==> config.mk <==
export PLATFORM = sky130hd
export DESIGN_NAME = source_text_tokenizer_core
export DESIGN_NICKNAME = d
export VERILOG_FILES = /design/src/rtl/stt_pkg.sv /design/src/rtl/stt_front.sv /design/src/rtl/stt_queue.sv /design/src/rtl/stt_back.sv /design/src/rtl/source_text_tokenizer_core.sv
export SDC_FILE = /design/constraint.sdc
export NUM_CORES = 1
export LEC_CHECK = 0
export ABC_AREA = 1
export BUFFER_PORTS_ARGS = -buffer_cell sky130_fd_sc_hd__buf_2
export CAP_MARGIN = 0
export CORE_MARGIN = 3
export CORE_UTILIZATION = 45
export CTS_CLUSTER_DIAMETER = 30
export DETAILED_ROUTE_END_ITERATION = 8
export GPL_TIMING_DRIVEN = 0
export PLACE_DENSITY = 0.64
export SYNTH_ARGS = -nofsm -noshare
export SYNTH_HDL_FRONTEND = slang
export SYNTH_SLANG_ARGS = --single-unit
==> constraint.sdc <==
create_clock -name clk -period 8.8 [get_ports clk]
set_input_delay 1.76 -clock clk [delete_from_list [all_inputs] [get_ports clk]]
set_output_delay 1.76 -clock clk [all_outputs]
set_load 0.01 [all_outputs]
==> src/rtl/stt_pkg.sv <==
// Shared types, constants and character-class functions for the source text tokenizer.
// No dependencies; every RTL file of the tokenizer imports this package.
`timescale 1ns / 1ps
`default_nettype none

package stt_pkg;

    // Widths of offsets and line numbers
    localparam int OFFSET_BITS = 24;
    localparam int LINE_BITS   = 20;
    localparam int KIND_BITS   = 4;
    localparam int TDATA_BITS  = ((2 * OFFSET_BITS + LINE_BITS + 7) / 8) * 8;

    // Tokens per input byte and the group queue
    localparam int SLOTS      = 3;
    localparam int SLOT_BITS  = 2;
    localparam int QDEPTH     = 4;
    localparam int QPTR_BITS  = $clog2(QDEPTH);
    localparam int QCNT_BITS  = $clog2(QDEPTH + 1);

    localparam logic [OFFSET_BITS-1:0] OFFSET_MAX = '1;
    localparam logic [LINE_BITS-1:0]   LINE_MAX   = '1;

    // Keyword length minus its leading 'i'
    localparam logic [3:0] KW_TAIL_LEN = 4'd9;

    // Token kinds
    localparam logic [KIND_BITS-1:0] KIND_LPAREN     = 4'd0;
    localparam logic [KIND_BITS-1:0] KIND_RPAREN     = 4'd1;
    localparam logic [KIND_BITS-1:0] KIND_LBRACE     = 4'd2;
    localparam logic [KIND_BITS-1:0] KIND_RBRACE     = 4'd3;
    localparam logic [KIND_BITS-1:0] KIND_LBRACKET   = 4'd4;
    localparam logic [KIND_BITS-1:0] KIND_RBRACKET   = 4'd5;
    localparam logic [KIND_BITS-1:0] KIND_END        = 4'd6;
    localparam logic [KIND_BITS-1:0] KIND_NUMBER     = 4'd7;
    localparam logic [KIND_BITS-1:0] KIND_COLON      = 4'd8;
    localparam logic [KIND_BITS-1:0] KIND_SEMI       = 4'd9;
    localparam logic [KIND_BITS-1:0] KIND_STAR       = 4'd10;
    localparam logic [KIND_BITS-1:0] KIND_STRING     = 4'd11;
    localparam logic [KIND_BITS-1:0] KIND_IDENT      = 4'd12;
    localparam logic [KIND_BITS-1:0] KIND_KEYWORD    = 4'd13;
    localparam logic [KIND_BITS-1:0] KIND_UNTERM     = 4'd14;
    localparam logic [KIND_BITS-1:0] KIND_UNEXPECTED = 4'd15;

    // Characters with a special meaning
    localparam logic [7:0] CH_NUL     = 8'h00;
    localparam logic [7:0] CH_TAB     = 8'h09;
    localparam logic [7:0] CH_NL      = 8'h0A;
    localparam logic [7:0] CH_VT      = 8'h0B;
    localparam logic [7:0] CH_FF      = 8'h0C;
    localparam logic [7:0] CH_CR      = 8'h0D;
    localparam logic [7:0] CH_SPACE   = 8'h20;
    localparam logic [7:0] CH_DQUOTE  = 8'h22;
    localparam logic [7:0] CH_SQUOTE  = 8'h27;
    localparam logic [7:0] CH_DOT     = 8'h2E;
    localparam logic [7:0] CH_LOWER_I = 8'h69;
    localparam logic [7:0] CH_CASE    = 8'h20;

    // Scanner modes, one-hot
    typedef enum logic [5:0] {
        MODE_IDLE   = 6'b000001,
        MODE_IDENT  = 6'b000010,
        MODE_INT    = 6'b000100,
        MODE_DOT    = 6'b001000,
        MODE_FRAC   = 6'b010000,
        MODE_STRING = 6'b100000
    } scan_mode_t;

    typedef struct packed {
        logic [KIND_BITS-1:0]   kind;
        logic [OFFSET_BITS-1:0] start;
        logic [OFFSET_BITS-1:0] length;
    } token_t;

    // All tokens caused by one input byte
    typedef struct packed {
        logic [SLOT_BITS-1:0]      count;
        logic [LINE_BITS-1:0]      line;
        token_t [SLOTS-1:0]        tok;
    } group_t;

    function automatic logic is_letter(input logic [7:0] c);
        return (c >= 8'h61 && c <= 8'h7A) || (c >= 8'h41 && c <= 8'h5A) || c == 8'h5F;
    endfunction

    function automatic logic is_digit(input logic [7:0] c);
        return c >= 8'h30 && c <= 8'h39;
    endfunction

    function automatic logic is_space(input logic [7:0] c);
        return c == CH_SPACE || c == CH_TAB || c == CH_NL || c == CH_CR
            || c == CH_VT || c == CH_FF;
    endfunction

    // Letters of "ntrospect", lowercase
    function automatic logic [7:0] kw_letter(input logic [3:0] idx);
        logic [7:0] ch;
        case (idx)
            4'd0:    ch = 8'h6E;
            4'd1:    ch = 8'h74;
            4'd2:    ch = 8'h72;
            4'd3:    ch = 8'h6F;
            4'd4:    ch = 8'h73;
            4'd5:    ch = 8'h70;
            4'd6:    ch = 8'h65;
            4'd7:    ch = 8'h63;
            4'd8:    ch = 8'h74;
            default: ch = 8'h00;
        endcase
        return ch;
    endfunction

    function automatic logic [KIND_BITS-1:0] punct_kind(input logic [7:0] c);
        logic [KIND_BITS-1:0] k;
        case (c)
            8'h28:   k = KIND_LPAREN;
            8'h29:   k = KIND_RPAREN;
            8'h7B:   k = KIND_LBRACE;
            8'h7D:   k = KIND_RBRACE;
            8'h5B:   k = KIND_LBRACKET;
            8'h5D:   k = KIND_RBRACKET;
            8'h3A:   k = KIND_COLON;
            8'h3B:   k = KIND_SEMI;
            8'h2A:   k = KIND_STAR;
            default: k = KIND_UNEXPECTED;
        endcase
        return k;
    endfunction

endpackage

`default_nettype wire

==> src/rtl/stt_front.sv <==
// Scanner front end: scans one byte per cycle while accept is high into its token group.
// Depends on stt_pkg.
`timescale 1ns / 1ps
`default_nettype none

module stt_front
    import stt_pkg::*;
(
    input  wire logic       clk,
    input  wire logic       rst_n,
    input  wire logic       accept,
    input  wire logic [7:0] text_byte,
    output logic            push,
    output group_t          group
);

    scan_mode_t             mode_reg, mode_next;
    logic [OFFSET_BITS-1:0] off_reg, off_next;
    logic [OFFSET_BITS-1:0] begin_reg, begin_next;
    logic [LINE_BITS-1:0]   line_reg, line_next;
    logic [3:0]             kp_reg, kp_next;
    logic                   ka_reg, ka_next;

    logic [OFFSET_BITS-1:0] off_inc, dot_off, span_off, span_dot;
    logic [OFFSET_BITS:0]   span_plus;
    logic [OFFSET_BITS-1:0] str_len;
    logic [LINE_BITS-1:0]   line_inc;
    logic                   c_letter, c_digit, c_space;
    logic                   va, vb, vc, fall;
    token_t                 tok_a, tok_b, tok_c;

    // Saturating counters and spans
    assign off_inc   = (off_reg == OFFSET_MAX) ? off_reg : off_reg + 1'b1;
    assign line_inc  = (line_reg == LINE_MAX) ? line_reg : line_reg + 1'b1;
    assign dot_off   = (off_reg != '0) ? off_reg - 1'b1 : '0;
    assign span_off  = (off_reg >= begin_reg) ? off_reg - begin_reg : '0;
    assign span_dot  = (dot_off >= begin_reg) ? dot_off - begin_reg : '0;
    assign span_plus = {1'b0, span_off} + 1'b1;
    assign str_len   = span_plus[OFFSET_BITS] ? OFFSET_MAX : span_plus[OFFSET_BITS-1:0];

    assign c_letter = is_letter(text_byte);
    assign c_digit  = is_digit(text_byte);
    assign c_space  = is_space(text_byte);

    // Scan one byte: close the pending token, then handle the byte itself
    always_comb
    begin
        mode_next  = mode_reg;
        off_next   = off_reg;
        begin_next = begin_reg;
        line_next  = line_reg;
        kp_next    = kp_reg;
        ka_next    = ka_reg;
        va   = 1'b0;
        vb   = 1'b0;
        vc   = 1'b0;
        fall = 1'b0;
        tok_a = '{kind: KIND_NUMBER, start: begin_reg, length: span_off};
        tok_b = '{kind: KIND_UNEXPECTED, start: dot_off, length: OFFSET_BITS'(1)};
        tok_c = '{kind: KIND_END, start: off_reg, length: '0};

        if (accept)
        begin
            case (mode_reg)
                MODE_IDENT:
                begin
                    if (c_letter || c_digit)
                    begin
                        if (ka_reg && kp_reg < KW_TAIL_LEN
                            && (text_byte | CH_CASE) == kw_letter(kp_reg))
                            kp_next = kp_reg + 1'b1;
                        else
                            ka_next = 1'b0;
                        off_next = off_inc;
                    end
                    else
                    begin
                        va = 1'b1;
                        tok_a.kind = (ka_reg && kp_reg == KW_TAIL_LEN) ? KIND_KEYWORD
                                                                        : KIND_IDENT;
                        fall = 1'b1;
                    end
                end
                MODE_INT:
                begin
                    if (c_digit)
                        off_next = off_inc;
                    else if (text_byte == CH_DOT)
                    begin
                        mode_next = MODE_DOT;
                        off_next  = off_inc;
                    end
                    else
                    begin
                        va   = 1'b1;
                        fall = 1'b1;
                    end
                end
                MODE_DOT:
                begin
                    if (c_digit)
                    begin
                        mode_next = MODE_FRAC;
                        off_next  = off_inc;
                    end
                    else
                    begin
                        va = 1'b1;
                        tok_a.length = span_dot;
                        vb   = 1'b1;
                        fall = 1'b1;
                    end
                end
                MODE_FRAC:
                begin
                    if (c_digit)
                        off_next = off_inc;
                    else
                    begin
                        va   = 1'b1;
                        fall = 1'b1;
                    end
                end
                MODE_STRING:
                begin
                    if (text_byte == CH_NUL)
                    begin
                        va = 1'b1;
                        tok_a.kind = KIND_UNTERM;
                        fall = 1'b1;
                    end
                    else
                    begin
                        if (text_byte == CH_DQUOTE || text_byte == CH_SQUOTE)
                        begin
                            va = 1'b1;
                            tok_a.kind   = KIND_STRING;
                            tok_a.length = str_len;
                            mode_next    = MODE_IDLE;
                        end
                        else if (text_byte == CH_NL)
                            line_next = line_inc;
                        off_next = off_inc;
                    end
                end
                default:
                begin
                    fall = 1'b1;
                end
            endcase

            if (fall)
            begin
                mode_next = MODE_IDLE;
                if (text_byte == CH_NUL)
                begin
                    // End of text: report it and start a new text
                    vc         = 1'b1;
                    off_next   = '0;
                    line_next  = LINE_BITS'(1);
                    begin_next = '0;
                    kp_next    = '0;
                    ka_next    = 1'b0;
                end
                else
                begin
                    off_next = off_inc;
                    if (c_space)
                    begin
                        if (text_byte == CH_NL)
                            line_next = line_inc;
                    end
                    else if (c_letter)
                    begin
                        begin_next = off_reg;
                        mode_next  = MODE_IDENT;
                        kp_next    = '0;
                        ka_next    = (text_byte == CH_LOWER_I);
                    end
                    else if (c_digit)
                    begin
                        begin_next = off_reg;
                        mode_next  = MODE_INT;
                    end
                    else if (text_byte == CH_DQUOTE)
                    begin
                        begin_next = off_reg;
                        mode_next  = MODE_STRING;
                    end
                    else
                    begin
                        vc = 1'b1;
                        tok_c.kind   = punct_kind(text_byte);
                        tok_c.length = OFFSET_BITS'(1);
                    end
                end
            end
        end
    end

    // Pack the tokens into the lowest slots, in order
    always_comb
    begin
        group.count  = SLOT_BITS'({1'b0, va} + {1'b0, vb} + {1'b0, vc});
        group.line   = line_reg;
        group.tok[0] = va ? tok_a : tok_c;
        group.tok[1] = vb ? tok_b : tok_c;
        group.tok[2] = tok_c;
    end

    assign push = va || vb || vc;

    // Hold scanner state
    always_ff @(posedge clk or negedge rst_n)
    begin
        if (!rst_n)
        begin
            mode_reg  <= MODE_IDLE;
            off_reg   <= '0;
            begin_reg <= '0;
            line_reg  <= LINE_BITS'(1);
            kp_reg    <= '0;
            ka_reg    <= 1'b0;
        end
        else
        begin
            mode_reg  <= mode_next;
            off_reg   <= off_next;
            begin_reg <= begin_next;
            line_reg  <= line_next;
            kp_reg    <= kp_next;
            ka_reg    <= ka_next;
        end
    end

endmodule

`default_nettype wire

==> src/rtl/stt_queue.sv <==
// Short queue of token groups between the scanner front end and the output serializer.
// Depends on stt_pkg.
`timescale 1ns / 1ps
`default_nettype none

module stt_queue
    import stt_pkg::*;
(
    input  wire logic clk,
    input  wire logic rst_n,
    input  wire logic wr_en,
    input  group_t    wr_data,
    output logic      full,
    input  wire logic rd_en,
    output logic      rd_valid,
    output group_t    rd_data
);

    group_t                slot_mem [QDEPTH];
    logic [QPTR_BITS-1:0]  wr_ptr_reg, rd_ptr_reg;
    logic [QCNT_BITS-1:0]  count_reg;

    assign full     = (count_reg == QCNT_BITS'(QDEPTH));
    assign rd_valid = (count_reg != '0);
    assign rd_data  = slot_mem[rd_ptr_reg];

    // Store a group
    always_ff @(posedge clk)
    begin
        if (wr_en)
            slot_mem[wr_ptr_reg] <= wr_data;
    end

    // Advance pointers and fill count
    always_ff @(posedge clk or negedge rst_n)
    begin
        if (!rst_n)
        begin
            wr_ptr_reg <= '0;
            rd_ptr_reg <= '0;
            count_reg  <= '0;
        end
        else
        begin
            if (wr_en)
                wr_ptr_reg <= wr_ptr_reg + 1'b1;
            if (rd_en)
                rd_ptr_reg <= rd_ptr_reg + 1'b1;
            if (wr_en && !rd_en)
                count_reg <= count_reg + 1'b1;
            else if (rd_en && !wr_en)
                count_reg <= count_reg - 1'b1;
        end
    end

`ifndef SYNTHESIS
    a_no_overflow: assert property (@(posedge clk) disable iff (!rst_n)
        wr_en |-> !full)
        else $error("group written into a full queue");

    a_no_underflow: assert property (@(posedge clk) disable iff (!rst_n)
        rd_en |-> rd_valid)
        else $error("group popped from an empty queue");

    a_nonempty_group: assert property (@(posedge clk) disable iff (!rst_n)
        wr_en |-> wr_data.count != '0)
        else $error("group with no tokens written");

    a_head_nonempty: assert property (@(posedge clk) disable iff (!rst_n)
        rd_valid |-> rd_data.count != '0)
        else $error("queue head holds a group with no tokens");
`endif

endmodule

`default_nettype wire

==> src/rtl/stt_back.sv <==
// Output serializer: sends queued tokens via a register, one per cycle while tready is high.
// Depends on stt_pkg.
`timescale 1ns / 1ps
`default_nettype none

module stt_back
    import stt_pkg::*;
(
    input  wire logic                   clk,
    input  wire logic                   rst_n,
    input  wire logic                   rd_valid,
    input  group_t                      rd_data,
    output logic                        rd_en,
    output logic                        m_axis_tvalid,
    input  wire logic                   m_axis_tready,
    output logic [TDATA_BITS-1:0]       m_axis_tdata,  // token_start, token_length, token_line
    output logic [KIND_BITS-1:0]        m_axis_tuser,  // token_kind
    output logic                        m_axis_tlast
);

    logic [SLOT_BITS-1:0]  idx_reg;
    logic                  out_valid_reg;
    token_t                out_tok_reg;
    logic [LINE_BITS-1:0]  out_line_reg;
    logic                  out_last_reg;

    logic                  load, is_last;
    token_t                sel_tok;

    assign load    = rd_valid && (!out_valid_reg || m_axis_tready);
    assign is_last = (idx_reg + 1'b1 == rd_data.count);
    assign rd_en   = load && is_last;

    // Pick the current slot of the head group
    always_comb
    begin
        case (idx_reg)
            2'd0:    sel_tok = rd_data.tok[0];
            2'd1:    sel_tok = rd_data.tok[1];
            2'd2:    sel_tok = rd_data.tok[2];
            default: sel_tok = rd_data.tok[0];
        endcase
    end

    // Advance slot index and output valid
    always_ff @(posedge clk or negedge rst_n)
    begin
        if (!rst_n)
        begin
            idx_reg       <= '0;
            out_valid_reg <= 1'b0;
        end
        else
        begin
            if (load)
                idx_reg <= is_last ? '0 : idx_reg + 1'b1;
            if (load)
                out_valid_reg <= 1'b1;
            else if (m_axis_tready)
                out_valid_reg <= 1'b0;
        end
    end

    // Hold the token until the receiver takes it
    always_ff @(posedge clk)
    begin
        if (load)
        begin
            out_tok_reg  <= sel_tok;
            out_line_reg <= rd_data.line;
            out_last_reg <= is_last;
        end
    end

    assign m_axis_tvalid = out_valid_reg;
    assign m_axis_tuser  = out_tok_reg.kind;
    assign m_axis_tlast  = out_last_reg;
    assign m_axis_tdata  = {{(TDATA_BITS - 2 * OFFSET_BITS - LINE_BITS){1'b0}},
                            out_line_reg, out_tok_reg.length, out_tok_reg.start};

endmodule

`default_nettype wire

==> src/rtl/source_text_tokenizer_core.sv <==
// Source text tokenizer: top level joining scanner front end, group queue and serializer.
// Depends on stt_pkg, stt_front, stt_queue and stt_back.
//
// Usage:
//   s_axis carries one source byte per request in tdata; byte 0 ends the text.
//   m_axis carries one token per request: tuser is the kind, tdata packs start
//   offset, length and line number, tlast marks the final token caused by a byte.
//   A byte is taken every cycle while the four-entry group queue has room. The
//   scanner state advances in the accepting cycle; a byte causes zero to three
//   tokens. Its group enters the queue at the accepting edge; the output
//   register then loads its tokens from the queue head, one token per
//   cycle while m_axis_tready is high.
//   Sustained rate is one byte per cycle while bytes average one token or less;
//   the output serializer sets the limit otherwise.
//   When the receiver stalls, the output register holds its token, the queue
//   fills and s_axis_tready drops once all four entries are used.
//   Reset clears the scanner to idle between tokens at offset 0, line 1, and
//   empties the queue and the output register.
`timescale 1ns / 1ps
`default_nettype none

module source_text_tokenizer_core
    import stt_pkg::*;
(
    input  wire logic                   clk,
    input  wire logic                   rst_n,
    input  wire logic                   s_axis_tvalid,
    output logic                        s_axis_tready,
    input  wire logic [7:0]             s_axis_tdata,   // text_byte
    output logic                        m_axis_tvalid,
    input  wire logic                   m_axis_tready,
    output logic [TDATA_BITS-1:0]       m_axis_tdata,   // token_start, token_length, token_line
    output logic [KIND_BITS-1:0]        m_axis_tuser,   // token_kind
    output logic                        m_axis_tlast    // last_of_run
);

    logic   q_full, q_rd_valid, q_rd_en, push, accept;
    group_t front_group, q_rd_data;

    // Take a byte whenever the queue can hold its group
    assign s_axis_tready = !q_full;
    assign accept        = s_axis_tvalid && s_axis_tready;

    stt_front u_front (
        .clk       (clk),
        .rst_n     (rst_n),
        .accept    (accept),
        .text_byte (s_axis_tdata),
        .push      (push),
        .group     (front_group)
    );

    stt_queue u_queue (
        .clk      (clk),
        .rst_n    (rst_n),
        .wr_en    (push),
        .wr_data  (front_group),
        .full     (q_full),
        .rd_en    (q_rd_en),
        .rd_valid (q_rd_valid),
        .rd_data  (q_rd_data)
    );

    stt_back u_back (
        .clk           (clk),
        .rst_n         (rst_n),
        .rd_valid      (q_rd_valid),
        .rd_data       (q_rd_data),
        .rd_en         (q_rd_en),
        .m_axis_tvalid (m_axis_tvalid),
        .m_axis_tready (m_axis_tready),
        .m_axis_tdata  (m_axis_tdata),
        .m_axis_tuser  (m_axis_tuser),
        .m_axis_tlast  (m_axis_tlast)
    );

endmodule

`default_nettype wire
## After elaboration in Yosys (flattened, before gate mapping)

Memory sizes are Yosys's and may differ from the RTL's.
Index checks and enable logic that the tools add are counted.

- Input port bits: 12
- Memories: 2
- Word-level logic and storage cells: 234
- Flip-flop bits (word level): 162
- Output and inout bits: 79
- Bits in read-only memories: 112
- RAM bits: 712

Memory list:

| memory | words | width | rd ports | clocked after memory_dff | wr ports | RTL line | text |
|---|---|---|---|---|---|---|---|
| u_queue.slot_mem | 4 | 178 | 1 | 0 | 1 | stt_queue.sv:19 | `group_t slot_mem [QDEPTH];` |
| (name not given) | 16 | 7 | 1 | 0 | 0 | stt_pkg.sv:98 | `case (idx)` |

- Reductions and logical operators: 39
- $add $sub $neg: 14
- Equal/unequal tests: 42
- Order comparisons: 9
- Mux-type cells: 112

Operators with widths:

| operator | number |
|---|---|
| two-way mux 24 bit | 27 |
| two-way mux 20 bit | 9 |
| two-way mux 52 bit | 2 |
| case mux 52 bit (2 select lines) | 1 |
| case mux 24 bit (4 select lines) | 1 |
| == test 8 x 6 -> 1 bit (second input constant) | 9 |
| two-way mux 4 bit | 18 |
| two-way mux 6 bit | 11 |
| == test 8 x 7 -> 1 bit (second input constant) | 6 |
| greater-or-equal comparator 24 bit | 2 |
| case mux 24 bit (2 select lines) | 1 |
| subtractor 24 bit | 2 |
| == test 8 x 4 -> 1 bit (second input constant) | 5 |
| case mux 4 bit (9 select lines) | 1 |
| two-way mux 1 bit | 31 |
| adder 24 x 1 -> 25 bit (second input constant) | 1 |
| adder 24 x 1 -> 24 bit (second input constant) | 1 |
| == test 24 bit (second input constant) | 1 |
| two-way mux 8 bit | 3 |
| nonzero test 24 bit | 1 |
| subtractor 24 x 1 -> 24 bit (second input constant) | 1 |
| adder 20 x 1 -> 20 bit (second input constant) | 1 |
| == test 20 bit (second input constant) | 1 |
| case mux 6 bit (3 select lines) | 1 |
| 43 further kinds | 79 |

## Longest topological paths before layout

Gate-level depths: netlist of the first run.

- Word-level depth: 17
- Mapped depth: 28
- Mapped depth without buffers: 26

## Hierarchy

Synthesis of the first run repeated with hierarchy kept, for this count alone.

- Cells, all modules: 4410
- Area total of the unflattened synthesis: 43432.9 µm²

Modules (own cells, without submodules):

| module | seq. area each (µm²) | area an instance (µm²) | cells each | times used |
|---|---|---|---|---|
| stt_queue | 21555.7 | 28421.0 | 2125 | 1 |
| stt_front | 1979.4 | 11367.2 | 1941 | 1 |
| stt_back | 2267.2 | 3631.0 | 341 | 1 |
| source_text_tokenizer_core | 0.0 | 13.8 | 3 | 1 |

## Worst setup path after synthesis of the first run

Ideal clock, no wire load.

- Path type: input to register
- Start: input port s_axis_tdata[3]
- End: memory u_queue.slot_mem[0][0] in the netlist's numbering (enable)
- Cell stages on the path: 14
- Required time: 8.176 ns
- Buffers on the path: 1
- Path slack: -0.581 ns
- Setup time: 0.624 ns
- Arrival: 8.757 ns
- Cells stage by stage: buf_2 -> nor2_1 -> nand3_1 -> o211ai_1 -> nand2_1 -> inv_1 -> nand2_1 -> nor2_1 -> o2111ai_1 -> nor2_1 -> inv_1 -> nand2_1 -> inv_1 -> nor2_1

- Longest elaborated chain between the ends: 13
- Elaborated cells between the ends (all ways): 53
- Those cells by class: 6 x order compare; 10 x eq/ne; 22 x mux; 15 x reduce/logical

RTL lines:

| element | RTL line | text |
|---|---|---|
| from (decl) | source_text_tokenizer_core.sv:29 | `input wire logic [7:0] s_axis_tdata,` |
| greater-or-equal comparator 8 x 7 -> 1 bit (tied with other cells) | stt_pkg.sv:83 | `return (c >= 8'h61 && c <= 8'h7A) \|\| (c >= 8'h41 && c <= 8'h5A) \|\| c == 8'h5F;` |
| logical AND 1 bit or logical OR 1 bit (tied branches) | stt_pkg.sv:83, stt_pkg.sv:91 |  |
| logical OR 1 bit (on tied branches) (2 in series) | stt_pkg.sv:83, stt_pkg.sv:91 |  |
| logical OR 1 bit (on tied branches) | stt_front.sv:67, stt_pkg.sv:92 |  |
| two-way mux 1 bit or logical OR 1 bit (tied branches) | stt_front.sv:67, stt_pkg.sv:92 |  |
| case mux 1 bit (4 select lines) or two-way mux 1 bit (tied branches) | stt_front.sv:64, stt_front.sv:168 |  |
| two-way mux 1 bit (on tied branches) | stt_front.sv:62, stt_front.sv:155 |  |
| two-way mux 1 bit | stt_front.sv:152 | `if (fall)` |
| two-way mux 1 bit | stt_front.sv:62 | `if (accept)` |
| logical OR 1 bit (*) | stt_front.sv:211 | `assign push = va \|\| vb \|\| vc;` |
| two-way mux 1 bit (*) | stt_queue.sv:30 | `if (wr_en)` |
| two-way mux 1 bit (not written as such) (*) | stt_queue.sv:31 | `slot_mem[wr_ptr_reg] <= wr_data;` |
| to (decl) | stt_queue.sv:19 |  |

Mark *: on every way between the ends. The rest lies on a longest branch, timed or not. The select of a mux whose other input is x is not followed.

==> run_results.csv, run 1 <==
group,metric,value,unit
clocking,postCtsSetupBuffers,0,
routing,wl_met3,7810,um
status,status,"finished, final reports clean",
sta,hold_viol,0,
worst_setup_path,cp-start-kind,"register",
routing,antenna_left,0,
clocking,cts_tree,"done",
routing,highest_layer,"met4",
routing,vias,27199,
worst_setup_path,crit_type,"register to register",
yosys,ys_types,65,
routing,met1_length,44700,um
clocking,clock-sinks,690,
routing,drt_iter0_drc,2776,
sta,finalSetupViolCount,0,
floorplan,initial_core_util,45.5,%
place,port_buffers,84,
sta,fin_tns_setup,0,ps
global_routing,gr-total-overflow,0,
routing,met2_wirelength,46900,um
sta,relSlewSlack,25.3,%
clocking,cts_resized,0,
cells_and_area,nNetsFinal,3832,
yosys,netlist_area,0.0340,mm^2
floorplan,dieArea,0.0788,mm^2
clocking,path_clk_slew,50,ps
clocking,numCtsBuffers,114,
routing,drc,0,
clocking,clock_latency,670,ps
yosys,yosys.area.top_type,"edfxtp_1",
global_routing,grt_pass1_wl,153000,um
sta,finalCritPeriodShare,67.2,%
pwr,leakage,15.6,nW
clocking,cts_buffer_depth,3,
floorplan,num_rows,100,
flow_run,drv_cap,0,
cells_and_area,final_cell_mix,"nand2_1 (658), edfxtp_1 (601), nor2_1 (471)",
worst_setup_path,worstSetupEndpointType,"register",
global_routing,grtUsageTotal,25.7,%
routing,via_per_inst,5.63,
cells_and_area,num-fill-cells,6552,
place,gp_congestion,0.981,
clocking,cts_hold_buf,0,
cells_and_area,top_register,"u_queue.slot_mem",
cells_and_area,layout-drive-gt1-share,10.7,%
min_path,min_path_type,"register to register",
floorplan,die_y,281,um
global_routing,first_global_vias,25486,
cells_and_area,final_common_cell,"nand2_1",
yosys,ys_top_cells_by_area,"edfxtp_1 (53%), nand2_1 (7.3%), dfrtp_1 (6.4%), nor2_1 (5.3%), o21ai_0 (5.0%)",
clocking,cts-root-buf,"clkbuf_16",
cells_and_area,regArea,0.0203,mm^2
sta,fin_hold_ws,501,ps
yosys,syn_inst,3527,
routing,wl_per_cell,21.3,um
floorplan,ios,91,
global_routing,grt_max_degree,63,
global_routing,antenna_found_initial,4,
sta,rsz0062_at_grt,"false",
routing,wl,103000,um
cells_and_area,area_growth,18.4,%
cells_and_area,largest_register_ff_count,528,
sta,post-route-min-period,5910,ps
worst_setup_path,r2r_setup_slack,2890,ps
worst_setup_path,path_max_fanout,9,
sta,worst-slew-pin-transition,1120,ps
pwr,p_per_area,424,mW/mm^2
place,place_hpwl,74400,um
worst_setup_path,critPathRequiredTime,9220,ps
routing,firstDrtPassIters,7,
yosys,ys_seq_area_share,59.7,%
yosys,yosys_warnings,0,
floorplan,dieWidth,281,um
sta,timing.fmax,169,MHz
yosys,avgSynthCellArea,9.63,um^2
floorplan,core_area,0.0746,mm^2
yosys,synth_edf_count,601,
clocking,ctsHtreeMaxLevel,3,
yosys,yosys_most_used_dff,"edfxtp_1",
pwr,max-vdd-ir-drop,0.196,mV
sta,final_max_slew_viol_count,0,
yosys,synthArstFlopShare,12.9,%
sta,finClkSkew,66.5,ps
cells_and_area,multi_input_area,0.0118,mm^2
worst_setup_path,cp_data_arrival_time,6330,ps
yosys,synth_top_area_share,53.2,%
yosys,synth-seq-cells,690,
-- power by group --
group          switching [W]  internal (W)  total (W)
combinational        0.00532       0.00203    0.00735
sequential          0.000321       0.00475    0.00507
clock                0.00165       0.00297    0.00462
-- final timing paths --
check	startpoint	end	depth (start not counted)
worst max-delay path	u_front.off_reg[0]	u_queue.slot_mem[3][16]	22
worst min-delay path	u_front.mode_reg[0]	u_front.mode_reg[0]	2
worst max register to register	u_front.off_reg[0]	u_queue.slot_mem[3][16]	22
worst min register to register	u_front.mode_reg[0]	u_front.mode_reg[0]	2
max in group asynchronous	rst_n	u_front.off_reg[1]	2
min in group asynchronous	rst_n	u_front.line_reg[7]	1
-- final cells by class --
type	instances	area share (%)
Timing Repair Buffer	105	2.19
Antenna cell	5	0.0311
Clock inverter	93	2.85
Multi-Input combinational cell	2341	29.2
Tap cell	969	3.02
Buffer	152	1.63
Clock buffer	125	7.35
Sequential cell	690	50.4
Inverter	347	3.25
-- routing by layer --
metal	track usage, %	vias up
met2	40.4	1195
met5	0	-
met3	3.26	181
met1	36.6	13107
li1	-	12716
met4	9.51	0
-- metrics by stage --
stage	std cells	area [um^2]	worst slack, ps	total power, W	utilization [%]
6_report	4827	40200	2890	0.0170	53.9
5_1_grt	4825	40200	2470	0.0180	53.9
4_1_cts	4822	40200	3030	0.0170	53.9
3_5_place_dp	4604	36100	2730	0.0123	48.4
3_3_place_gp	4583	35600	-5950	0.0124	47.7
2_1_floorplan	3530	34000	-581	0.00968	-
-- critical path: stages, from the launching register on --
cell	delay (ps)
dfrtp_1	520
inv_1	300
ha_1	240
nand3_1	120
nor3_1	260
inv_1	140
nor2_2	240
nand2_1	160
nor3_1	210
nand3_1	100
nor2_1	130
nand2_1	120
nor3_1	150
o22ai_1	140
ha_1	390
inv_1	70
nor3_1	260
nand4_1	150
o211ai_1	610
nand2_1	440
nor2_1	370
a211oi_1	100
a21oi_1	420
-- cell usage after synthesis, types with 7 or more instances --
master,number
xor2_1,37
nor3_1,47
inv_1,335
nand3_2,8
dfrtp_1,87
nand4_1,37
o211ai_1,13
edfxtp_1,601
nand3_1,211
ha_1,65
o21ai_1,14
buf_1,16
nor2_4,7
clkbuf_1,106
buf_2,20
inv_2,11
a211oi_1,9
nand2_2,7
o21ai_0,338
a21oi_1,132
a31oi_1,37
nor2_1,475
nor4_1,14
xnor2_1,14
nor2_2,16
o22ai_1,120
nand2_1,658
-- logic make-up after synthesis --
group / count (synthesis) / synth area share, %
compound gates: 707 / 11.6
fa+ha+maj: 69 / 2.63
simple gates: 1510 / 19.0
buf+inv: 499 / 5.77
flops: 690 / 59.7
other cells: 1 / 0.0110
xor+xnor: 51 / 1.32
Note: power is estimated with default switching activity, not from simulation.
==> run 2, diff against run 1 <==
==> constraint.sdc (replaced) <==
create_clock -name clk -period 5.5 [get_ports clk]
set_input_delay 1.1 -clock clk [delete_from_list [all_inputs] [get_ports clk]]
set_output_delay 1.1 -clock clk [all_outputs]
set_load 0.01 [all_outputs]
==> run_results.csv, run 2 (synthesis gave the netlist of run 1 again) <==
group,metric,value,unit
worst_setup_path,cp_cell_sequence,"inv_2 > ha_1 > nand3_1 > nor3_2 > inv_1 > nor2_2 > nand3_1 > nor2_1 > buf_2 > nor2_1 > ha_1 > inv_1 > o21ai_0 > o21bai_1 > a21oi_1 > nand2_1 > nand2_1 > o211ai_1 > buf_4 > buf_4 > a31oi_1 > o21ai_0 > a21oi_1 > a21oi_1",
flow_run,drv_cap,0,
sta,timing.fmax,195,MHz
pwr,p_clk_share,29.1,%
global_routing,grt_pass1_wl,156000,um
routing,vias,27102,
sta,finClkSkew,59.7,ps
worst_setup_path,crit_buf_inv,6,
worst_setup_path,cp_data_arrival_time,5560,ps
clocking,ctsHtreeMaxLevel,4,
sta,finalWorstSetupSlack,373,ps
place,port_buffers,84,
sta,final_max_slew_viol_count,0,
cells_and_area,post-route-util,54.7,%
cells_and_area,top_register,"u_queue.slot_mem",
place,place_hpwl,74800,um
pwr,leakage,15.8,nW
sta,post-route-min-period,5130,ps
cells_and_area,largest_register_ff_count,528,
cells_and_area,final_cell_mix,"nand2_1 (657), edfxtp_1 (601), nor2_1 (470)",
worst_setup_path,cpPeakStageDelay,520,ps
floorplan,ios,91,
clocking,cts_buffer_depth,3,
sta,rsz0062_at_grt,"false",
sta,relSlewSlack,23.3,%
pwr,p_per_area,688,mW/mm^2
sta,finalCritPeriodShare,93.2,%
worst_setup_path,path_max_fanout,10,
clocking,cts_tree,"done",
clocking,path_clk_slew,50,ps
status,status,"finished, final reports clean",
routing,via_per_inst,5.59,
min_path,min_path_type,"input pin to asynchronous set/reset pin",
routing,antenna_left,0,
cells_and_area,nNetsFinal,3854,
worst_setup_path,crit_type,"register to register",
sta,finalSetupViolCount,0,
routing,drt_iter0_drc,2664,
worst_setup_path,crit_slowest_cell,"dfrtp_1",
clocking,numCtsBuffers,132,
routing,drc,0,
global_routing,grtUsageTotal,26.3,%
pwr,p_int,0.0162,W
cells_and_area,postLayoutCellArea,0.0408,mm^2
cells_and_area,final_common_cell,"nand2_1",
worst_setup_path,cp-start-kind,"register",
clocking,cts-root-buf,"clkbuf_16",
worst_setup_path,cpMostUsedCell,"a21oi_1",
worst_setup_path,critPathRequiredTime,5930,ps
place,dp_cells,4605,
floorplan,num_rows,100,
global_routing,grt_max_degree,66,
global_routing,first_global_vias,25678,
place,gp_congestion,0.970,
cells_and_area,layout-drive-gt1-share,11.5,%
global_routing,antenna_found_initial,3,
clocking,clock_latency,720,ps
clocking,clock-sinks,690,
pwr,power_switching,0.0119,W
floorplan,initial_core_util,45.5,%
worst_setup_path,worstSetupEndpointType,"register",
worst_setup_path,path_delay_family,"compound AO/OA/AOI/OAI gates",
global_routing,gr-total-overflow,0,
pwr,pwr-share-seq,28.9,%
floorplan,core_area,0.0746,mm^2
sta,hold_viol,0,
cells_and_area,stdcell_count,4852,
routing,wl_per_cell,21.4,um
pwr,p_comb_share,42.0,%
cells_and_area,area_growth,20.1,%
floorplan,dieWidth,281,um
sta,worst-slew-pin-transition,1150,ps
floorplan,die_y,281,um
pwr,max-vdd-ir-drop,0.311,mV
floorplan,dieArea,0.0788,mm^2
place,post_dp_cell_area,0.0361,mm^2
pwr,swShare,42.3,%
place,place_ws,-288,ps
routing,firstDrtPassIters,6,
routing,wl,104000,um
==> run 2: cell count changes in the layout (fill, tap and decap cells not counted), moves of 2 or more <==
cell,before,now
inv_16,0,7
clkinvlp_4,14,10
buf_4,7,10
clkinv_8,1,3
a21oi_2,1,9
diode_2,5,3
clkbuf_16,116,132
clkbuf_1,113,120
inv_2,11,13
inv_1,334,332
clkinv_4,13,11
a21oi_1,132,124
==> run 2: power by group through the flow <==
stage / combinational (W) / clock [W] / sequential, W
after floorplan: 0.00710 / 0 / 0.00831
after global routing: 0.0129 / 0.00851 / 0.00823
after CTS: 0.0117 / 0.00824 / 0.00811
after detailed placement: 0.0115 / 0 / 0.00819
final: 0.0118 / 0.00816 / 0.00811
after global placement: 0.0112 / 0 / 0.00840
==> run 2: what timing repair did <==
action | 4_1_cts | 5_1_grt
endpoints found under the setup margin | 48 | 90
pin swaps | 1 | 0
buffers inserted | 3 | 0
hold buffers | 0 | 0
resized for setup | 0 | 17
==> run 2: final timing paths <==
| check | start | endpoint | slack, ps | depth (start not counted) |
|---|---|---|---|---|
| setup / recovery | u_front.off_reg[0] | u_queue.slot_mem[3][9] | 370 | 24 |
| hold / removal | rst_n | u_front.line_reg[15] | 320 | 1 |
| setup reg to reg | u_front.off_reg[0] | u_queue.slot_mem[3][9] | 370 | 24 |
| hold reg to reg | u_queue.count_reg[2] | u_queue.count_reg[2] | 510 | 1 |
| max in group asynchronous | rst_n | u_front.off_reg[11] | 4420 | 2 |
| min in group clk | u_queue.count_reg[2] | u_queue.count_reg[2] | 510 | 1 |
==> run 2: layout make-up <==
class                   count  area (um^2)
well taps                 969         1210
plain buffers             152          657
diodes                      3         7.51
inverters                 347         1310
multi-input cells        2341        11800
clock buffers             147         3370
clock inverters            94         1210
repair buffers            109          931
fillers                  6477        33800
flip-flops and latches    690        20300
==> run 2: stage by stage <==
step	hold slack (ps)	total power (W)	setup TNS, ps
CTS	285	0.0280	0
detailed placement	493	0.0197	-9550
finish	321	0.0281	0
floorplan	465	0.0154	-537500
global placement	492	0.0196	-2405140
global route	306	0.0296	0
==> run 2: routing by layer <==
layer  up-vias  GRT usage [%]  routed length [um]
met2      1154           41.4               47400
li1      12760              -                   -
met1     13000           37.0               44700
met4         0           9.63                3450
met3       188           4.49                8210
met5         -              0                   0
==> run 2: worst reg2reg max path, delay by kind of cell (launching register included) <==
kind            cells  cell delay [ps]
compound gates      8             1410
simple gates        8             1360
buf+inv             6              980
fa+ha+maj           2              570
flops               1              520
